### src/rtl/fle_pkg.sv
// Package for the filtered line editor core.
// Holds byte codes, register addresses, reset values and the character class check.
// No dependencies.
`default_nettype none

package fle_pkg;

    localparam int DEFAULT_BUFFER_DEPTH = 32;

    localparam logic [7:0] CHAR_NUL   = 8'h00;
    localparam logic [7:0] CHAR_BS    = 8'h08;
    localparam logic [7:0] CHAR_LF    = 8'h0A;
    localparam logic [7:0] CHAR_CR    = 8'h0D;
    localparam logic [7:0] CHAR_SPACE = 8'h20;
    localparam logic [7:0] CHAR_BANG  = 8'h21;
    localparam logic [7:0] CHAR_PLUS  = 8'h2B;
    localparam logic [7:0] CHAR_MINUS = 8'h2D;
    localparam logic [7:0] CHAR_DOT   = 8'h2E;
    localparam logic [7:0] CHAR_DEL   = 8'h7F;

    localparam logic [1:0] MODE_DIGITS  = 2'd0;
    localparam logic [1:0] MODE_LETTERS = 2'd1;
    localparam logic [1:0] MODE_TEXT    = 2'd2;

    localparam logic [1:0] RESET_MODE       = MODE_TEXT;
    localparam logic [5:0] RESET_MAX_LENGTH = 6'd32;

    localparam logic REG_CHAR_CLASS_MODE = 1'b0;
    localparam logic REG_MAX_LENGTH      = 1'b1;

    function automatic logic is_digit(input logic [7:0] c);
        return (c >= 8'h30) && (c <= 8'h39);
    endfunction

    function automatic logic is_letter(input logic [7:0] c);
        return ((c >= 8'h41) && (c <= 8'h5A)) || ((c >= 8'h61) && (c <= 8'h7A));
    endfunction

    function automatic logic class_allowed(input logic [1:0] mode, input logic [7:0] c);
        logic ok;
        case (mode)
            MODE_DIGITS:  ok = is_digit(c);
            MODE_LETTERS: ok = is_letter(c);
            default:      ok = is_letter(c) || is_digit(c) || (c == CHAR_SPACE) ||
                               (c == CHAR_BANG) || (c == CHAR_DOT) ||
                               (c == CHAR_MINUS) || (c == CHAR_PLUS);
        endcase
        return ok;
    endfunction

endpackage

`default_nettype wire

### src/rtl/filtered_line_editor_core.sv
// Filtered terminal line editor: top level with line buffer, sequencer and APB registers.
// Depends on fle_pkg.
`default_nettype none

// One received byte is taken per request while in_ready is high; in_ready drops until every
// result of that byte has been loaded into the output register, one result per cycle that the
// output side is free. A stored character gives its echo, a backspace BS, space, BS, and a
// completed line of n characters CR, LF, n bytes walked out of the line buffer through its
// registered read port, and a terminator. Bytes that cause no result leave in_ready high.
// The user is to write char_class_mode and max_length over the APB port only while the block
// is idle; the block does not enforce this. The line buffer needs no clearing pass after reset.
module filtered_line_editor_core #(
    parameter int BUFFER_DEPTH = fle_pkg::DEFAULT_BUFFER_DEPTH
) (
    input  wire logic        clk,
    input  wire logic        rst_n,
    input  wire logic        psel,
    input  wire logic        penable,
    input  wire logic        pwrite,
    input  wire logic [2:0]  paddr,
    input  wire logic [31:0] pwdata,
    output logic      [31:0] prdata,
    output logic             pready,
    input  wire logic        in_valid,
    output logic             in_ready,
    input  wire logic [7:0]  rx_byte,
    output logic             out_valid,
    input  wire logic        out_ready,
    output logic      [7:0]  out_byte,
    output logic             is_echo,
    output logic             last
);

    localparam int AW = (BUFFER_DEPTH > 1) ? $clog2(BUFFER_DEPTH) : 1;
    localparam int FW = $clog2(BUFFER_DEPTH + 1);
    localparam int CW = ((FW > 6) ? FW : 6) + 1;

    localparam logic [2:0] S_IDLE = 3'd0;
    localparam logic [2:0] S_ECHO = 3'd1;
    localparam logic [2:0] S_BS1  = 3'd2;
    localparam logic [2:0] S_BS2  = 3'd3;
    localparam logic [2:0] S_BS3  = 3'd4;
    localparam logic [2:0] S_CR   = 3'd5;
    localparam logic [2:0] S_LF   = 3'd6;
    localparam logic [2:0] S_LINE = 3'd7;
    localparam logic [2:0] S_TERM_CODE = 3'd0;

    logic [1:0]    mode_reg;
    logic [5:0]    max_length_reg;
    logic [2:0]    state_reg, state_next;
    logic          term_reg, term_next;
    logic [FW-1:0] fill_reg, fill_next;
    logic [AW-1:0] k_reg, k_next;
    logic [7:0]    char_reg, char_next;
    logic          fin_reg, fin_next;
    logic          out_valid_reg, out_valid_next;
    logic [7:0]    out_byte_reg, out_byte_next;
    logic          is_echo_reg, is_echo_next;
    logic          last_reg, last_next;
    logic [7:0]    line_store [BUFFER_DEPTH];
    logic [7:0]    rd_data_reg;

    logic          accept;
    logic          cfg_write;
    logic          can_emit;
    logic          room;
    logic          store_en;
    logic [CW-1:0] ml_ext;
    logic [CW-1:0] limit;
    logic [FW-1:0] fill_inc;

    assign pready    = 1'b1;
    assign cfg_write = psel && penable && pwrite;
    assign accept    = in_valid && in_ready;
    assign can_emit  = !out_valid_reg || out_ready;
    assign in_ready  = (state_reg == S_IDLE) && !term_reg;
    assign room      = fill_reg < FW'(BUFFER_DEPTH);
    assign fill_inc  = room ? (fill_reg + FW'(1)) : fill_reg;
    assign ml_ext    = CW'(max_length_reg);

    always_comb
    begin
        if (ml_ext < CW'(2))
            limit = CW'(2);
        else if (ml_ext > CW'(BUFFER_DEPTH))
            limit = CW'(BUFFER_DEPTH);
        else
            limit = ml_ext;
    end

    always_comb
    begin
        prdata = 32'd0;
        case (paddr[2])
            fle_pkg::REG_CHAR_CLASS_MODE: prdata[1:0] = mode_reg;
            fle_pkg::REG_MAX_LENGTH:      prdata[5:0] = max_length_reg;
            default:                      prdata = 32'd0;
        endcase
    end

    always_ff @(posedge clk or negedge rst_n)
    begin
        if (!rst_n)
        begin
            mode_reg       <= fle_pkg::RESET_MODE;
            max_length_reg <= fle_pkg::RESET_MAX_LENGTH;
        end
        else if (cfg_write)
        begin
            case (paddr[2])
                fle_pkg::REG_CHAR_CLASS_MODE: mode_reg <= pwdata[1:0];
                fle_pkg::REG_MAX_LENGTH:      max_length_reg <= pwdata[5:0];
                default:                      mode_reg <= mode_reg;
            endcase
        end
    end

    always_comb
    begin
        state_next     = state_reg;
        term_next      = term_reg;
        fill_next      = fill_reg;
        k_next         = k_reg;
        char_next      = char_reg;
        fin_next       = fin_reg;
        out_valid_next = out_valid_reg && !out_ready;
        out_byte_next  = out_byte_reg;
        is_echo_next   = is_echo_reg;
        last_next      = last_reg;
        store_en       = 1'b0;

        if (term_reg)
        begin
            // terminator of a completed line
            if (can_emit)
            begin
                out_valid_next = 1'b1;
                out_byte_next  = fle_pkg::CHAR_NUL;
                is_echo_next   = 1'b0;
                last_next      = 1'b1;
                fill_next      = '0;
                term_next      = 1'b0;
                state_next     = S_IDLE;
            end
        end
        else
        begin
            case (state_reg)
                S_IDLE:
                begin
                    if (accept)
                    begin
                        if ((rx_byte == fle_pkg::CHAR_CR) || (rx_byte == fle_pkg::CHAR_LF))
                        begin
                            k_next     = '0;
                            state_next = S_CR;
                        end
                        else if ((rx_byte == fle_pkg::CHAR_BS) ||
                                 (rx_byte == fle_pkg::CHAR_DEL))
                        begin
                            if (fill_reg != '0)
                            begin
                                fill_next  = fill_reg - FW'(1);
                                state_next = S_BS1;
                            end
                        end
                        else if (fle_pkg::class_allowed(mode_reg, rx_byte))
                        begin
                            store_en   = room;
                            fill_next  = fill_inc;
                            char_next  = rx_byte;
                            fin_next   = (CW'(fill_inc) + CW'(1)) >= limit;
                            k_next     = '0;
                            state_next = S_ECHO;
                        end
                    end
                end
                S_ECHO:
                begin
                    if (can_emit)
                    begin
                        out_valid_next = 1'b1;
                        out_byte_next  = char_reg;
                        is_echo_next   = 1'b1;
                        last_next      = !fin_reg;
                        state_next     = fin_reg ? S_CR : S_IDLE;
                    end
                end
                S_BS1:
                begin
                    if (can_emit)
                    begin
                        out_valid_next = 1'b1;
                        out_byte_next  = fle_pkg::CHAR_BS;
                        is_echo_next   = 1'b1;
                        last_next      = 1'b0;
                        state_next     = S_BS2;
                    end
                end
                S_BS2:
                begin
                    if (can_emit)
                    begin
                        out_valid_next = 1'b1;
                        out_byte_next  = fle_pkg::CHAR_SPACE;
                        is_echo_next   = 1'b1;
                        last_next      = 1'b0;
                        state_next     = S_BS3;
                    end
                end
                S_BS3:
                begin
                    if (can_emit)
                    begin
                        out_valid_next = 1'b1;
                        out_byte_next  = fle_pkg::CHAR_BS;
                        is_echo_next   = 1'b1;
                        last_next      = 1'b1;
                        state_next     = S_IDLE;
                    end
                end
                S_CR:
                begin
                    if (can_emit)
                    begin
                        out_valid_next = 1'b1;
                        out_byte_next  = fle_pkg::CHAR_CR;
                        is_echo_next   = 1'b1;
                        last_next      = 1'b0;
                        state_next     = S_LF;
                    end
                end
                S_LF:
                begin
                    if (can_emit)
                    begin
                        out_valid_next = 1'b1;
                        out_byte_next  = fle_pkg::CHAR_LF;
                        is_echo_next   = 1'b1;
                        last_next      = 1'b0;
                        if (fill_reg == '0)
                        begin
                            term_next  = 1'b1;
                            state_next = S_TERM_CODE;
                        end
                        else
                            state_next = S_LINE;
                    end
                end
                S_LINE:
                begin
                    if (can_emit)
                    begin
                        out_valid_next = 1'b1;
                        out_byte_next  = rd_data_reg;
                        is_echo_next   = 1'b0;
                        last_next      = 1'b0;
                        if ((FW'(k_reg) + FW'(1)) >= fill_reg)
                        begin
                            term_next  = 1'b1;
                            state_next = S_TERM_CODE;
                        end
                        else
                            k_next = k_reg + AW'(1);
                    end
                end
                default:
                    state_next = S_IDLE;
            endcase
        end
    end

    always_ff @(posedge clk or negedge rst_n)
    begin
        if (!rst_n)
        begin
            state_reg     <= S_IDLE;
            term_reg      <= 1'b0;
            fill_reg      <= '0;
            k_reg         <= '0;
            fin_reg       <= 1'b0;
            out_valid_reg <= 1'b0;
        end
        else
        begin
            state_reg     <= state_next;
            term_reg      <= term_next;
            fill_reg      <= fill_next;
            k_reg         <= k_next;
            fin_reg       <= fin_next;
            out_valid_reg <= out_valid_next;
        end
    end

    always_ff @(posedge clk)
    begin
        char_reg     <= char_next;
        out_byte_reg <= out_byte_next;
        is_echo_reg  <= is_echo_next;
        last_reg     <= last_next;
    end

    always_ff @(posedge clk)
    begin
        if (store_en)
            line_store[fill_reg[AW-1:0]] <= rx_byte;
    end

    always_ff @(posedge clk)
    begin
        rd_data_reg <= line_store[k_next];
    end

    assign out_valid = out_valid_reg;
    assign out_byte  = out_byte_reg;
    assign is_echo   = is_echo_reg;
    assign last      = last_reg;

    a_fill_in_range: assert property (@(posedge clk) disable iff (!rst_n)
        fill_reg < FW'(BUFFER_DEPTH))
        else $error("fill index reached buffer depth");

    a_line_walk_bound: assert property (@(posedge clk) disable iff (!rst_n)
        (state_reg == S_LINE) && !term_reg |-> FW'(k_reg) < fill_reg)
        else $error("line walk past stored characters");

    a_end_of_line: assert property (@(posedge clk) disable iff (!rst_n)
        accept && ((rx_byte == fle_pkg::CHAR_CR) || (rx_byte == fle_pkg::CHAR_LF))
        |=> (state_reg == S_CR) && !in_ready)
        else $error("line end request did not start CR LF sequence");

    a_term_clears: assert property (@(posedge clk) disable iff (!rst_n)
        term_reg && can_emit |=> (fill_reg == '0) && out_valid_reg && last_reg)
        else $error("terminator did not close the line");

endmodule

`default_nettype wire

### config.mk
export PLATFORM = sky130hd
export DESIGN_NAME = filtered_line_editor_core
export DESIGN_NICKNAME = d
export VERILOG_FILES = /design/src/rtl/fle_pkg.sv /design/src/rtl/filtered_line_editor_core.sv
export SDC_FILE = /design/constraint.sdc
export NUM_CORES = 1
export LEC_CHECK = 0
export BUFFER_PORTS_ARGS = -buffer_cell sky130_fd_sc_hd__buf_2
export CORE_ASPECT_RATIO = 1.4
export CORE_UTILIZATION = 50
export CTS_BUF_LIST = sky130_fd_sc_hd__clkbuf_4 sky130_fd_sc_hd__clkbuf_8
export DETAILED_ROUTE_END_ITERATION = 8
export PLACE_DENSITY_LB_ADDON = 0.1
export SLEW_MARGIN = 0
export SYNTH_ARGS = -nofsm -noshare
export SYNTH_HDL_FRONTEND = slang
export SYNTH_SLANG_ARGS = --single-unit
### constraint.sdc
create_clock -name clk -period 3.65 [get_ports clk]
set_input_delay 0.73 -clock clk [delete_from_list [all_inputs] [get_ports clk]]
set_output_delay 0.73 -clock clk [all_outputs]
set_load 0.05 [all_outputs]
Word-level counts from Yosys, hierarchy flattened --
Memory sizes are Yosys's and may differ from the RTL's. A register that Yosys moved wholly into a read port is not among the register bits. Cells that the tools add are included.
Word-level totals: register bits 43, bits in latches 0, memory bits (writable) 256, memory bits (read-only) 0, input bits 50, word-level logic and storage cells 195, memories kept 1
Memory list:
- line_store | depth 32, bits a word 8, read ports 1, clocked after Yosys merged registers in 1, wr ports 1, line filtered_line_editor_core.sv:60 | logic [7:0] line_store [BUFFER_DEPTH];
Cells by class: $add $sub $neg 5, $mul 0, divide/modulo/power cells 0, $lt $le $gt $ge 11, equal/unequal tests 38, shift-type cells 0, muxes and demuxes 80, bitwise gates (word level) 4, reduce and logical (&&, ||, !) cells 44
Operators with widths (count):
- 2-to-1 mux 8 bit | 8
- 2-to-1 mux 6 bit | 10
- 2-to-1 mux 3 bit | 16
- one-hot mux 8 bit (6 select lines) | 1
- equality test 8 x 6 -> 1 bit (second input constant) | 5
- 2-to-1 mux 5 bit | 7
- 2-to-1 mux 1 bit | 29
- equality test 8 x 4 -> 1 bit (second input constant) | 3
- != test 3 bit (second input constant) | 8
- one-hot mux 3 bit (8 select lines) | 1
- greater-or-equal comparator 8 x 7 -> 1 bit (second input constant) | 2
- less-or-equal comparator 8 x 7 -> 1 bit (second input constant) | 2
- equality test 3 bit (second input constant) | 4
- != test 2 bit (second input constant) | 6
- AND reduction 6 bit | 2
- logical OR 1 bit | 10
- one-hot mux 5 bit (2 select lines) | 1
- AND reduction 10 bit | 1
- equality test 8 x 7 -> 1 bit (second input constant) | 1
- greater-or-equal comparator 8 x 6 -> 1 bit (second input constant) | 1
- less-or-equal comparator 8 x 6 -> 1 bit (second input constant) | 1
- logical AND 1 bit | 8
- AND reduction 8 bit | 1
- adder 6 x 1 -> 7 bit (second input constant) | 1
- 38 further kinds | 53

Longest topological paths before layout --
Gate-level depths: netlist of the first run.
depth in word-level cells 23, mapped depth 17, mapped depth without buffers 15

Least setup slack after synthesis of the first run --
No wires, ideal clock.
path kind reg-to-reg, from register k_reg[0], to register rd_data_reg[3] (read register of line_store), library setup time 86 ps, data arrival time 3500 ps, data required time 3564 ps, slack 64 ps, cell stages (with the launch flop) 17, path buffers 2, clock period less this slack 3586 ps, cell sequence dfrtp_1 > ha_1 > nand3_1 > xnor2_1 > ha_1 > a21o_1 > a21oi_1 > o311a_1 > a21oi_1 > o21ai_0 > o211a_1 > buf_2 > clkbuf_1 > mux2i_1 > o22ai_1 > or2_2 > a211oi_1
On the way: longest elaborated chain between the ends 6, elaborated cells between the ends (all ways) 11, those cells by class add/sub: 2; order compare: 1; mux: 8
RTL lines:
- from (decl) | line filtered_line_editor_core.sv:53 | logic [AW-1:0] k_reg, k_next;
- from (signal assigned) | line filtered_line_editor_core.sv:289 | k_reg <= k_next;
- adder 5 x 1 -> 6 bit / 2-to-1 mux 5 bit (equally long branches) | line filtered_line_editor_core.sv:258, filtered_line_editor_core.sv:167
- greater-or-equal comparator 6 bit / 2-to-1 mux 5 bit (equally long branches) | line filtered_line_editor_core.sv:258, filtered_line_editor_core.sv:158
- 2-to-1 mux 5 bit (on tied branches) | line filtered_line_editor_core.sv:258, filtered_line_editor_core.sv:153
- 2-to-1 mux 5 bit (on tied branches) | line filtered_line_editor_core.sv:252, filtered_line_editor_core.sv:151
- one-hot mux 5 bit (2 select lines) | line filtered_line_editor_core.sv:148 | case (state_reg)
- 2-to-1 mux 5 bit * | line filtered_line_editor_core.sv:132 | if (term_reg)
- to (decl) | line filtered_line_editor_core.sv:61 | logic [7:0] rd_data_reg;
Every way passes the cells marked *; elsewhere a longest branch is shown, timed or not. A chain may end at the register's enable or synchronous reset.

Worst setup path after layout of the first run --
from register k_reg[1], to register rd_data_reg[0] (read register of line_store)
Same word-level chain as after synthesis.

==> results of run 1 <==
## Yosys cell counts, drive strengths merged, types with 8 or more instances
master    n  share of area
o22ai    26          0.012
a211oi   31          0.017
buf      52          0.029
a21oi    42          0.015
clkbuf   22         0.0060
nor2b    26          0.012
dfrtp    23          0.042
o21ai    25         0.0091
ha       19          0.017
dfxtp     8          0.012
nor2     58          0.016
nor3     13         0.0047
inv      19         0.0052
mux2i   135          0.099
nand2    36         0.0099
edfxtp  274           0.60
mux2     13          0.011
nand3    20         0.0073
## kinds of logic after synthesis
logic type                 after synthesis
adders and majority gates               19
and+or+nand+nor                        200
buffers and inverters                   93
muxes                                  155
other                                    2
xor gates and xnor gates                11
DFF                                    307
AOI/OAI and AO/OA                      174
## worst min path at each step
stage                                             start                            end  slack (ns)  cells past startpoint
final                                             rst_n        fill_reg[2]$_DFFE_PN0P_        0.14                      1
after global placement    max_length_reg[0]$_DFFE_PN0P_  max_length_reg[0]$_DFFE_PN0P_        0.51                      1
after CTS                                         rst_n        fill_reg[2]$_DFFE_PN0P_        0.13                      1
after global routing                              rst_n        fill_reg[3]$_DFFE_PN0P_        0.15                      1
after detailed placement  max_length_reg[0]$_DFFE_PN0P_  max_length_reg[0]$_DFFE_PN0P_        0.51                      1
after floorplan                                   rst_n        fill_reg[0]$_DFFE_PN0P_        0.43                      0
## worst max-delay path: cells and delay by family, from the launching register on
kind | cells | cell delay, ns
flops | 1 | 0.43
simple gates | 3 | 0.69
fa+ha+maj | 1 | 0.29
compound gates | 5 | 1.05
buf+inv | 6 | 0.99
mux | 2 | 0.30
## per-layer routing
metal,wire length (um),track usage,part of all wire
met3,1250,0.0329,0.038
met4,1160,0.104,0.035
met2,17200,0.426,0.52
met5,0,0,0
met1,13400,0.285,0.41
## power groups by stage
stage / combinational (mW) / sequential [mW] / clock, mW
2_1_floorplan: 1.98 / 4.40 / 0
3_3_place_gp: 3.45 / 4.22 / 0
3_5_place_dp: 3.47 / 4.23 / 0
4_1_cts: 3.85 / 4.16 / 2.85
5_1_grt: 4.33 / 4.19 / 3.01
6_report: 4.07 / 4.17 / 2.79
## timing repair
item	CTS	global route
buffers inserted	11	4
pin swaps	17	4
endpoints found under the setup margin	8	8
hold buffers	0	0
gates resized for setup	48	19
cloned	1	2
## final cells by class
| cell class | instances | area, sq um | share of cell area |
|---|---|---|---|
| sequential | 307 | 9020 | 0.543 |
| inverter | 19 | 71.3 | 0.00429 |
| clock inverter | 25 | 184 | 0.0111 |
| tap | 365 | 457 | 0.0275 |
| multi-input combinational | 586 | 4560 | 0.274 |
| clock buffer | 58 | 736 | 0.0443 |
| timing repair buffer | 189 | 1580 | 0.0954 |
==> out/qor.txt, run 1 <==
Status: complete, but fails checks
Failing checks: negative setup slack
Root Buffer: clkbuf_8
Post-route ant nets: 0
Leak pwr: 5.92 nW
Crit path capture: rd_data_reg[0]$_DFF_P_
Post-Syn Area: 13700 sq um
Clock network power share: 0.253
Worst endpoint required time: 4.13 ns
Multiplexer area fraction after synthesis: 0.121
# diodes: 0
Die width: 142 um
RSZ-0062 raised after global routing: yes
Combinational family with the most area after synthesis: multiplexers
Clock-pin slew on the worst setup and hold paths: 0.08 ns
Core area: 26900 sq um
Crit path time final: 3.85 ns
WL per Instance: 21.3 um
Switching power: 3.74 mW
Sink Count: 307
Setup WS post-layout: -0.202 ns
Most frequent cells in the layout: 274 x edfxtp_1, 130 x mux2i_1, 126 x buf_4
Final cell count without fillers: 1549
1st-iter DRT viols: 468
# DRC: 0
CTS Buffer Depth: 3
PD cells: 664 nW/um^2
Worst Setup End Kind: register
Fillers: 2091
Hold_ws: 0.136 ns
Number of setup violations in the final report: 8
Total power draw: 11.0 mW
Worst hold path type: input pin to asynchronous set/reset pin
Hold Fails Final Rpt: 0
Max-cap viol count: 0
Syn Area/Cell: 14.3 sq um
Compound-cell area share of the yosys netlist: 0.0836
Setup slack, reg-to-reg: -0.20 ns
Floorplan die area: 28100 sq um
Global-route wire length before repair: 48800 um
Crit share post-route: 1.06
H-tree Lvls: 2
Place WS: -0.572 ns
Largest net degree at the start of global routing: 34
Fin util: 0.617
Nets: 1218
Largest register FFs: 256
Internal power: 7.29 mW
Gate Count Post-Synth: 961
Critical Path Source: k_reg[1]$_DFF_PN0_
RD Place Congestion: 0.908
Final Max Tran Viols: 0
RR Startpoint: k_reg[1]$_DFF_PN0_
Most common cell after layout, fill and taps aside: edfxtp_1
Finished Cell Area: 16600 sq um
Post-Place Cell Area: 15100 sq um
Num rows: 71
Crit-path max cell delay: 0.43 ns
Sw Share: 0.339
Worst reg2reg endpoint: rd_data_reg[0]$_DFF_P_
Initial Utilization: 0.510
Skew-Pair Late Insertion Delay: 0.60 ns
Peak supply drop: 0.262 mV
Layout area overhead: 21.1%
CTS tree: built
Simple-Gate Fraction of Synth Area: 0.0728
GR Overflow Total: 0
Via density: 5.48
Total iterations of the first detailed-routing run: 6
XOR/XNOR Fraction of Synth Area: 0.00702
Post-synth ARST share: 0.0814
IO Port Bufs: 39
Post-synthesis adder-cell area fraction: 0.0173
Setup CP Type: register to register
Netlist cell types: 63
Total CTS buffers: 46
Flop pwr share: 0.378
Global Route Usage Sum: 0.238
WL final: 33000 um
Setup tns final: -1.24 ns
Placed insts: 1449
Via Count: 8489
I/O pin cnt: 95
Slew margin rel.: 0.581
Register area share after synthesis: 0.657
Most used DFF post-synth: edfxtp_1
Synth warn: 0
Slowest cell on the critical path: dfrtp_1
Crit path DAT: 4.33 ns
Setup Skew: 0.0412 ns
Comb pwr share: 0.369
CP Cell Sequence: buf_4 > and3_1 > and3_1 > ha_4 > inv_1 > o31ai_4 > o41ai_2 > buf_4 > a221oi_4 > buf_4 > clkbuf_16 > buf_12 > mux2i_1 > mux2i_1 > o22ai_1 > or2_4 > a211oi_4
Vias in the first global route: 8433
Die Height: 198 um
Fmax: 0.260 GHz
CP Max Fanout: 17
Crit path launch type: register
Post-synth EDFFs: 274
HPWL after detailed placement: 22100 um
Initial antenna violation count: 0
Reg2Reg Depth: 17
Ratio of cells with drive above 1 in the final layout: 0.285
Slew @ Worst Pin: 0.626 ns
Number of synthesized register bits: 307
Most used cell, CP: buf_4
Note: power is estimated with default switching activity, not from simulation.
==> run 2, diff against run 1 <==
Settings changed: SETUP_SLACK_MARGIN set to 0.3.
==> run 2 against run 1 <==
Compared with the run above:
- the run now ends clean
- worst setup slack better by 0.25 ns
- first-iteration DRC count is 1.3% higher
- global-route usage is 0.38 points lower
- combinational power is 5.4% lower
- critical path depth is 2 lower
- register-to-register slack better by 0.25 ns
- die area stayed put
- via count is 0.58% lower
- critical path type unchanged
- largest cell class unchanged
- highest routed layer unchanged
==> out/qor.txt, run 2 (synthesized netlist as in run 1, its figures left out) <==
Status: complete, no violations (was complete, but fails checks)
Final Max Tran Viols: 0 (unchanged)
Critical Path Stages: 15 (was 17)
Crit path launch type: register (unchanged)
Cts-stage hold buffer count: 0 (unchanged)
Crit path DAT: 4.04 ns (was 4.33 ns)
Nets: 1208 (was 1218)
Most common cell after layout, fill and taps aside: edfxtp_1 (unchanged)
Vias in the first global route: 8579 (was 8433)
Num rows: 71 (unchanged)
Post-route ant nets: 0 (unchanged)
Number of setup violations in the final report: 0 (was 8)
Worst reg2reg endpoint: rd_data_reg[2]$_DFF_P_ (was rd_data_reg[0]$_DFF_P_)
Critical Path Source: k_reg[1]$_DFF_PN0_ (unchanged)
Setup WS post-layout: 0.0488 ns (was -0.202 ns)
Crit-path max cell delay: 0.47 ns (was 0.43 ns)
Setup Skew: 0.0236 ns (was 0.0412 ns)
Total CTS buffers: 46 (unchanged)
Crit share post-route: 0.987 (was 1.06)
Slew @ Worst Pin: 0.664 ns (was 0.626 ns)
Fin util: 0.619 (was 0.617)
H-tree Lvls: 2 (unchanged)
Post-Place Cell Area: 14900 sq um (was 15100 sq um)
RR Startpoint: k_reg[1]$_DFF_PN0_ (unchanged)
Global-route wire length before repair: 48200 um (was 48800 um)
Multi-input gate area: 4630 sq um (was 4560 sq um)
Largest net degree at the start of global routing: 38 (was 34)
IO Port Bufs: 39 (unchanged)
Finished Cell Area: 16700 sq um (was 16600 sq um)
CTS tree: built (unchanged)
RSZ-0062 raised after global routing: yes (unchanged)
Crit path capture: rd_data_reg[2]$_DFF_P_ (was rd_data_reg[0]$_DFF_P_)
Leak pwr: 5.88 nW (was 5.92 nW)
PD cells: 651 nW/um^2 (was 664 nW/um^2)
1st-iter DRT viols: 474 (was 468)
Most frequent cells in the layout: 274 x edfxtp_1, 127 x mux2i_1, 110 x buf_4 (was 274 x edfxtp_1, 130 x mux2i_1, 126 x buf_4)
Setup CP Type: register to register (unchanged)
I/O pin cnt: 95 (unchanged)
Crit path time final: 3.60 ns (was 3.85 ns)
CP Max Fanout: 8 (was 17)
Place WS: -0.422 ns (was -0.572 ns)
Worst Setup End Kind: register (unchanged)
Peak supply drop: 0.261 mV (was 0.262 mV)
Sink Count: 307 (unchanged)
RD Place Congestion: 0.907 (was 0.908)
Worst hold path type: input pin to asynchronous set/reset pin (unchanged)
Clock-pin slew on the worst setup and hold paths: 0.06 ns (was 0.08 ns)
Layout area overhead: 21.6% (was 21.1%)
Global Route Usage Sum: 0.234 (was 0.238)
# diodes: 0 (unchanged)
Slowest cell on the critical path: or3_4 (was dfrtp_1)
Die Height: 198 um (unchanged)
Root Buffer: clkbuf_8 (unchanged)
Setup slack, reg-to-reg: 0.05 ns (was -0.20 ns)
Via density: 5.48 (about the same)
Hold_ws: 0.167 ns (was 0.136 ns)
Floorplan die area: 28100 sq um (unchanged)
WL per Instance: 20.5 um (was 21.3 um)
WP buf/inv: 4 (was 6)
Delay-heaviest family, CP: simple AND/OR/NAND/NOR gates (was compound AO/OA/AOI/OAI gates)
GR Overflow Total: 0 (unchanged)
Fillers: 2120 (was 2091)
Initial antenna violation count: 0 (unchanged)
Worst endpoint required time: 4.09 ns (was 4.13 ns)
HPWL after detailed placement: 21400 um (was 22100 um)
WL final: 31600 um (was 33000 um)
Reg area: 9020 sq um (unchanged)
Hold Fails Final Rpt: 0 (unchanged)
Initial Utilization: 0.510 (unchanged)
Fmax: 0.278 GHz (was 0.260 GHz)
# DRC: 0 (unchanged)
Reg2Reg Depth: 15 (was 17)
Ratio of cells with drive above 1 in the final layout: 0.283 (was 0.285)
Slew margin rel.: 0.553 (was 0.581)
CTS Buffer Depth: 3 (unchanged)
Largest register FFs: 256 (unchanged)
Core area: 26900 sq um (unchanged)
Skew-Pair Late Insertion Delay: 0.58 ns (was 0.60 ns)
Max-cap viol count: 0 (unchanged)
Via Count: 8440 (was 8489)
Total iterations of the first detailed-routing run: 5 (was 6)
CP Cell Sequence: buf_4 > and3_4 > and3_1 > ha_4 > inv_1 > o311a_4 > buf_4 > mux2_2 > nor2_1 > a221oi_2 > inv_1 > or3_4 > o22ai_2 > or2_4 > a211oi_2 (was buf_4 > and3_1 > and3_1 > ha_4 > inv_1 > o31ai_4 > o41ai_2 > buf_4 > a221oi_4 > buf_4 > clkbuf_16 > buf_12 > mux2i_1 > mux2i_1 > o22ai_1 > or2_4 > a211oi_4)
Die width: 142 um (unchanged)
==> run 2: cell types whose count changed in the layout (fill, tap and decap cells not counted), sizes merged <==
cell / before / now
clkinv: 19 / 15
inv: 20 / 19
clkinvlp: 3 / 2
clkbuf: 60 / 66
bufbuf: 0 / 1
buf: 187 / 177
==> run 2: worst min-delay path by stage <==
stage / from / endpoint / slack [ns] / depth (start not counted)
after floorplan: rst_n / fill_reg[0]$_DFFE_PN0P_ / 0.43 / 0
after global placement: fin_reg$_DFFE_PN0P_ / fin_reg$_DFFE_PN0P_ / 0.52 / 1
after detailed placement: fin_reg$_DFFE_PN0P_ / fin_reg$_DFFE_PN0P_ / 0.53 / 1
after CTS: rst_n / k_reg[1]$_DFF_PN0_ / 0.17 / 1
after global routing: rst_n / mode_reg[0]$_DFFE_PN0P_ / 0.20 / 1
final: rst_n / fill_reg[2]$_DFFE_PN0P_ / 0.17 / 1
==> run 2: final cells by class <==
| cell class | count | area share |
|---|---|---|
| clock buffer | 65 | 0.0477 |
| clock inverter | 19 | 0.00818 |
| inverter | 19 | 0.00428 |
| multi-input combinational | 586 | 0.278 |
| sequential | 307 | 0.541 |
| tap | 365 | 0.0274 |
| timing repair buffer | 179 | 0.0940 |
==> run 2: routing by layer <==
metal / wire length (um) / vias to the layer above / global-route usage
met5: 0 / - / 0
met4: 1100 / 0 / 0.104
met3: 1270 / 66 / 0.0348
met2: 16700 / 214 / 0.427
met1: 12600 / 4166 / 0.272
li1: - / 3994 / -
==> run 2: worst reg2reg max path, stage by stage (launching register included) <==
cell	delay [ns]
dfrtp_1	0.42
buf_4	0.16
and3_4	0.17
and3_1	0.21
ha_4	0.29
inv_1	0.08
o311a_4	0.42
buf_4	0.16
mux2_2	0.21
nor2_1	0.04
a221oi_2	0.25
inv_1	0.10
or3_4	0.47
o22ai_2	0.26
or2_4	0.18
a211oi_2	0.05
==> run 2: repair_timing <==
item | 4_1_cts | 5_1_grt
gates resized for setup | 50 | 41
pin swaps | 24 | 20
gates cloned | 5 | 1
endpoints found under the setup margin | 8 | 8
buffers inserted | 16 | 5
==> run 2: through the flow <==
stage / TNS [ns] / power, mW / instances
floorplan: 0 / 6.42 / 986
global placement: -1.79 / 7.49 / 1429
detailed placement: -2.22 / 7.52 / 1429
CTS: -0.0523 / 10.7 / 1534
global route: -0.246 / 11.3 / 1540
finish: 0 / 10.9 / 1540
==> run 2: power breakdown <==
| group | total [mW] | internal [mW] | switching [mW] | leakage [nW] |
|---|---|---|---|---|
| sequential | 4.20 | 4.06 | 0.147 | 2.85 |
| clock | 2.81 | 1.55 | 1.26 | 0.487 |
| combinational | 3.85 | 1.66 | 2.19 | 2.54 |
| total | 10.9 | 7.26 | 3.59 | 5.88 |
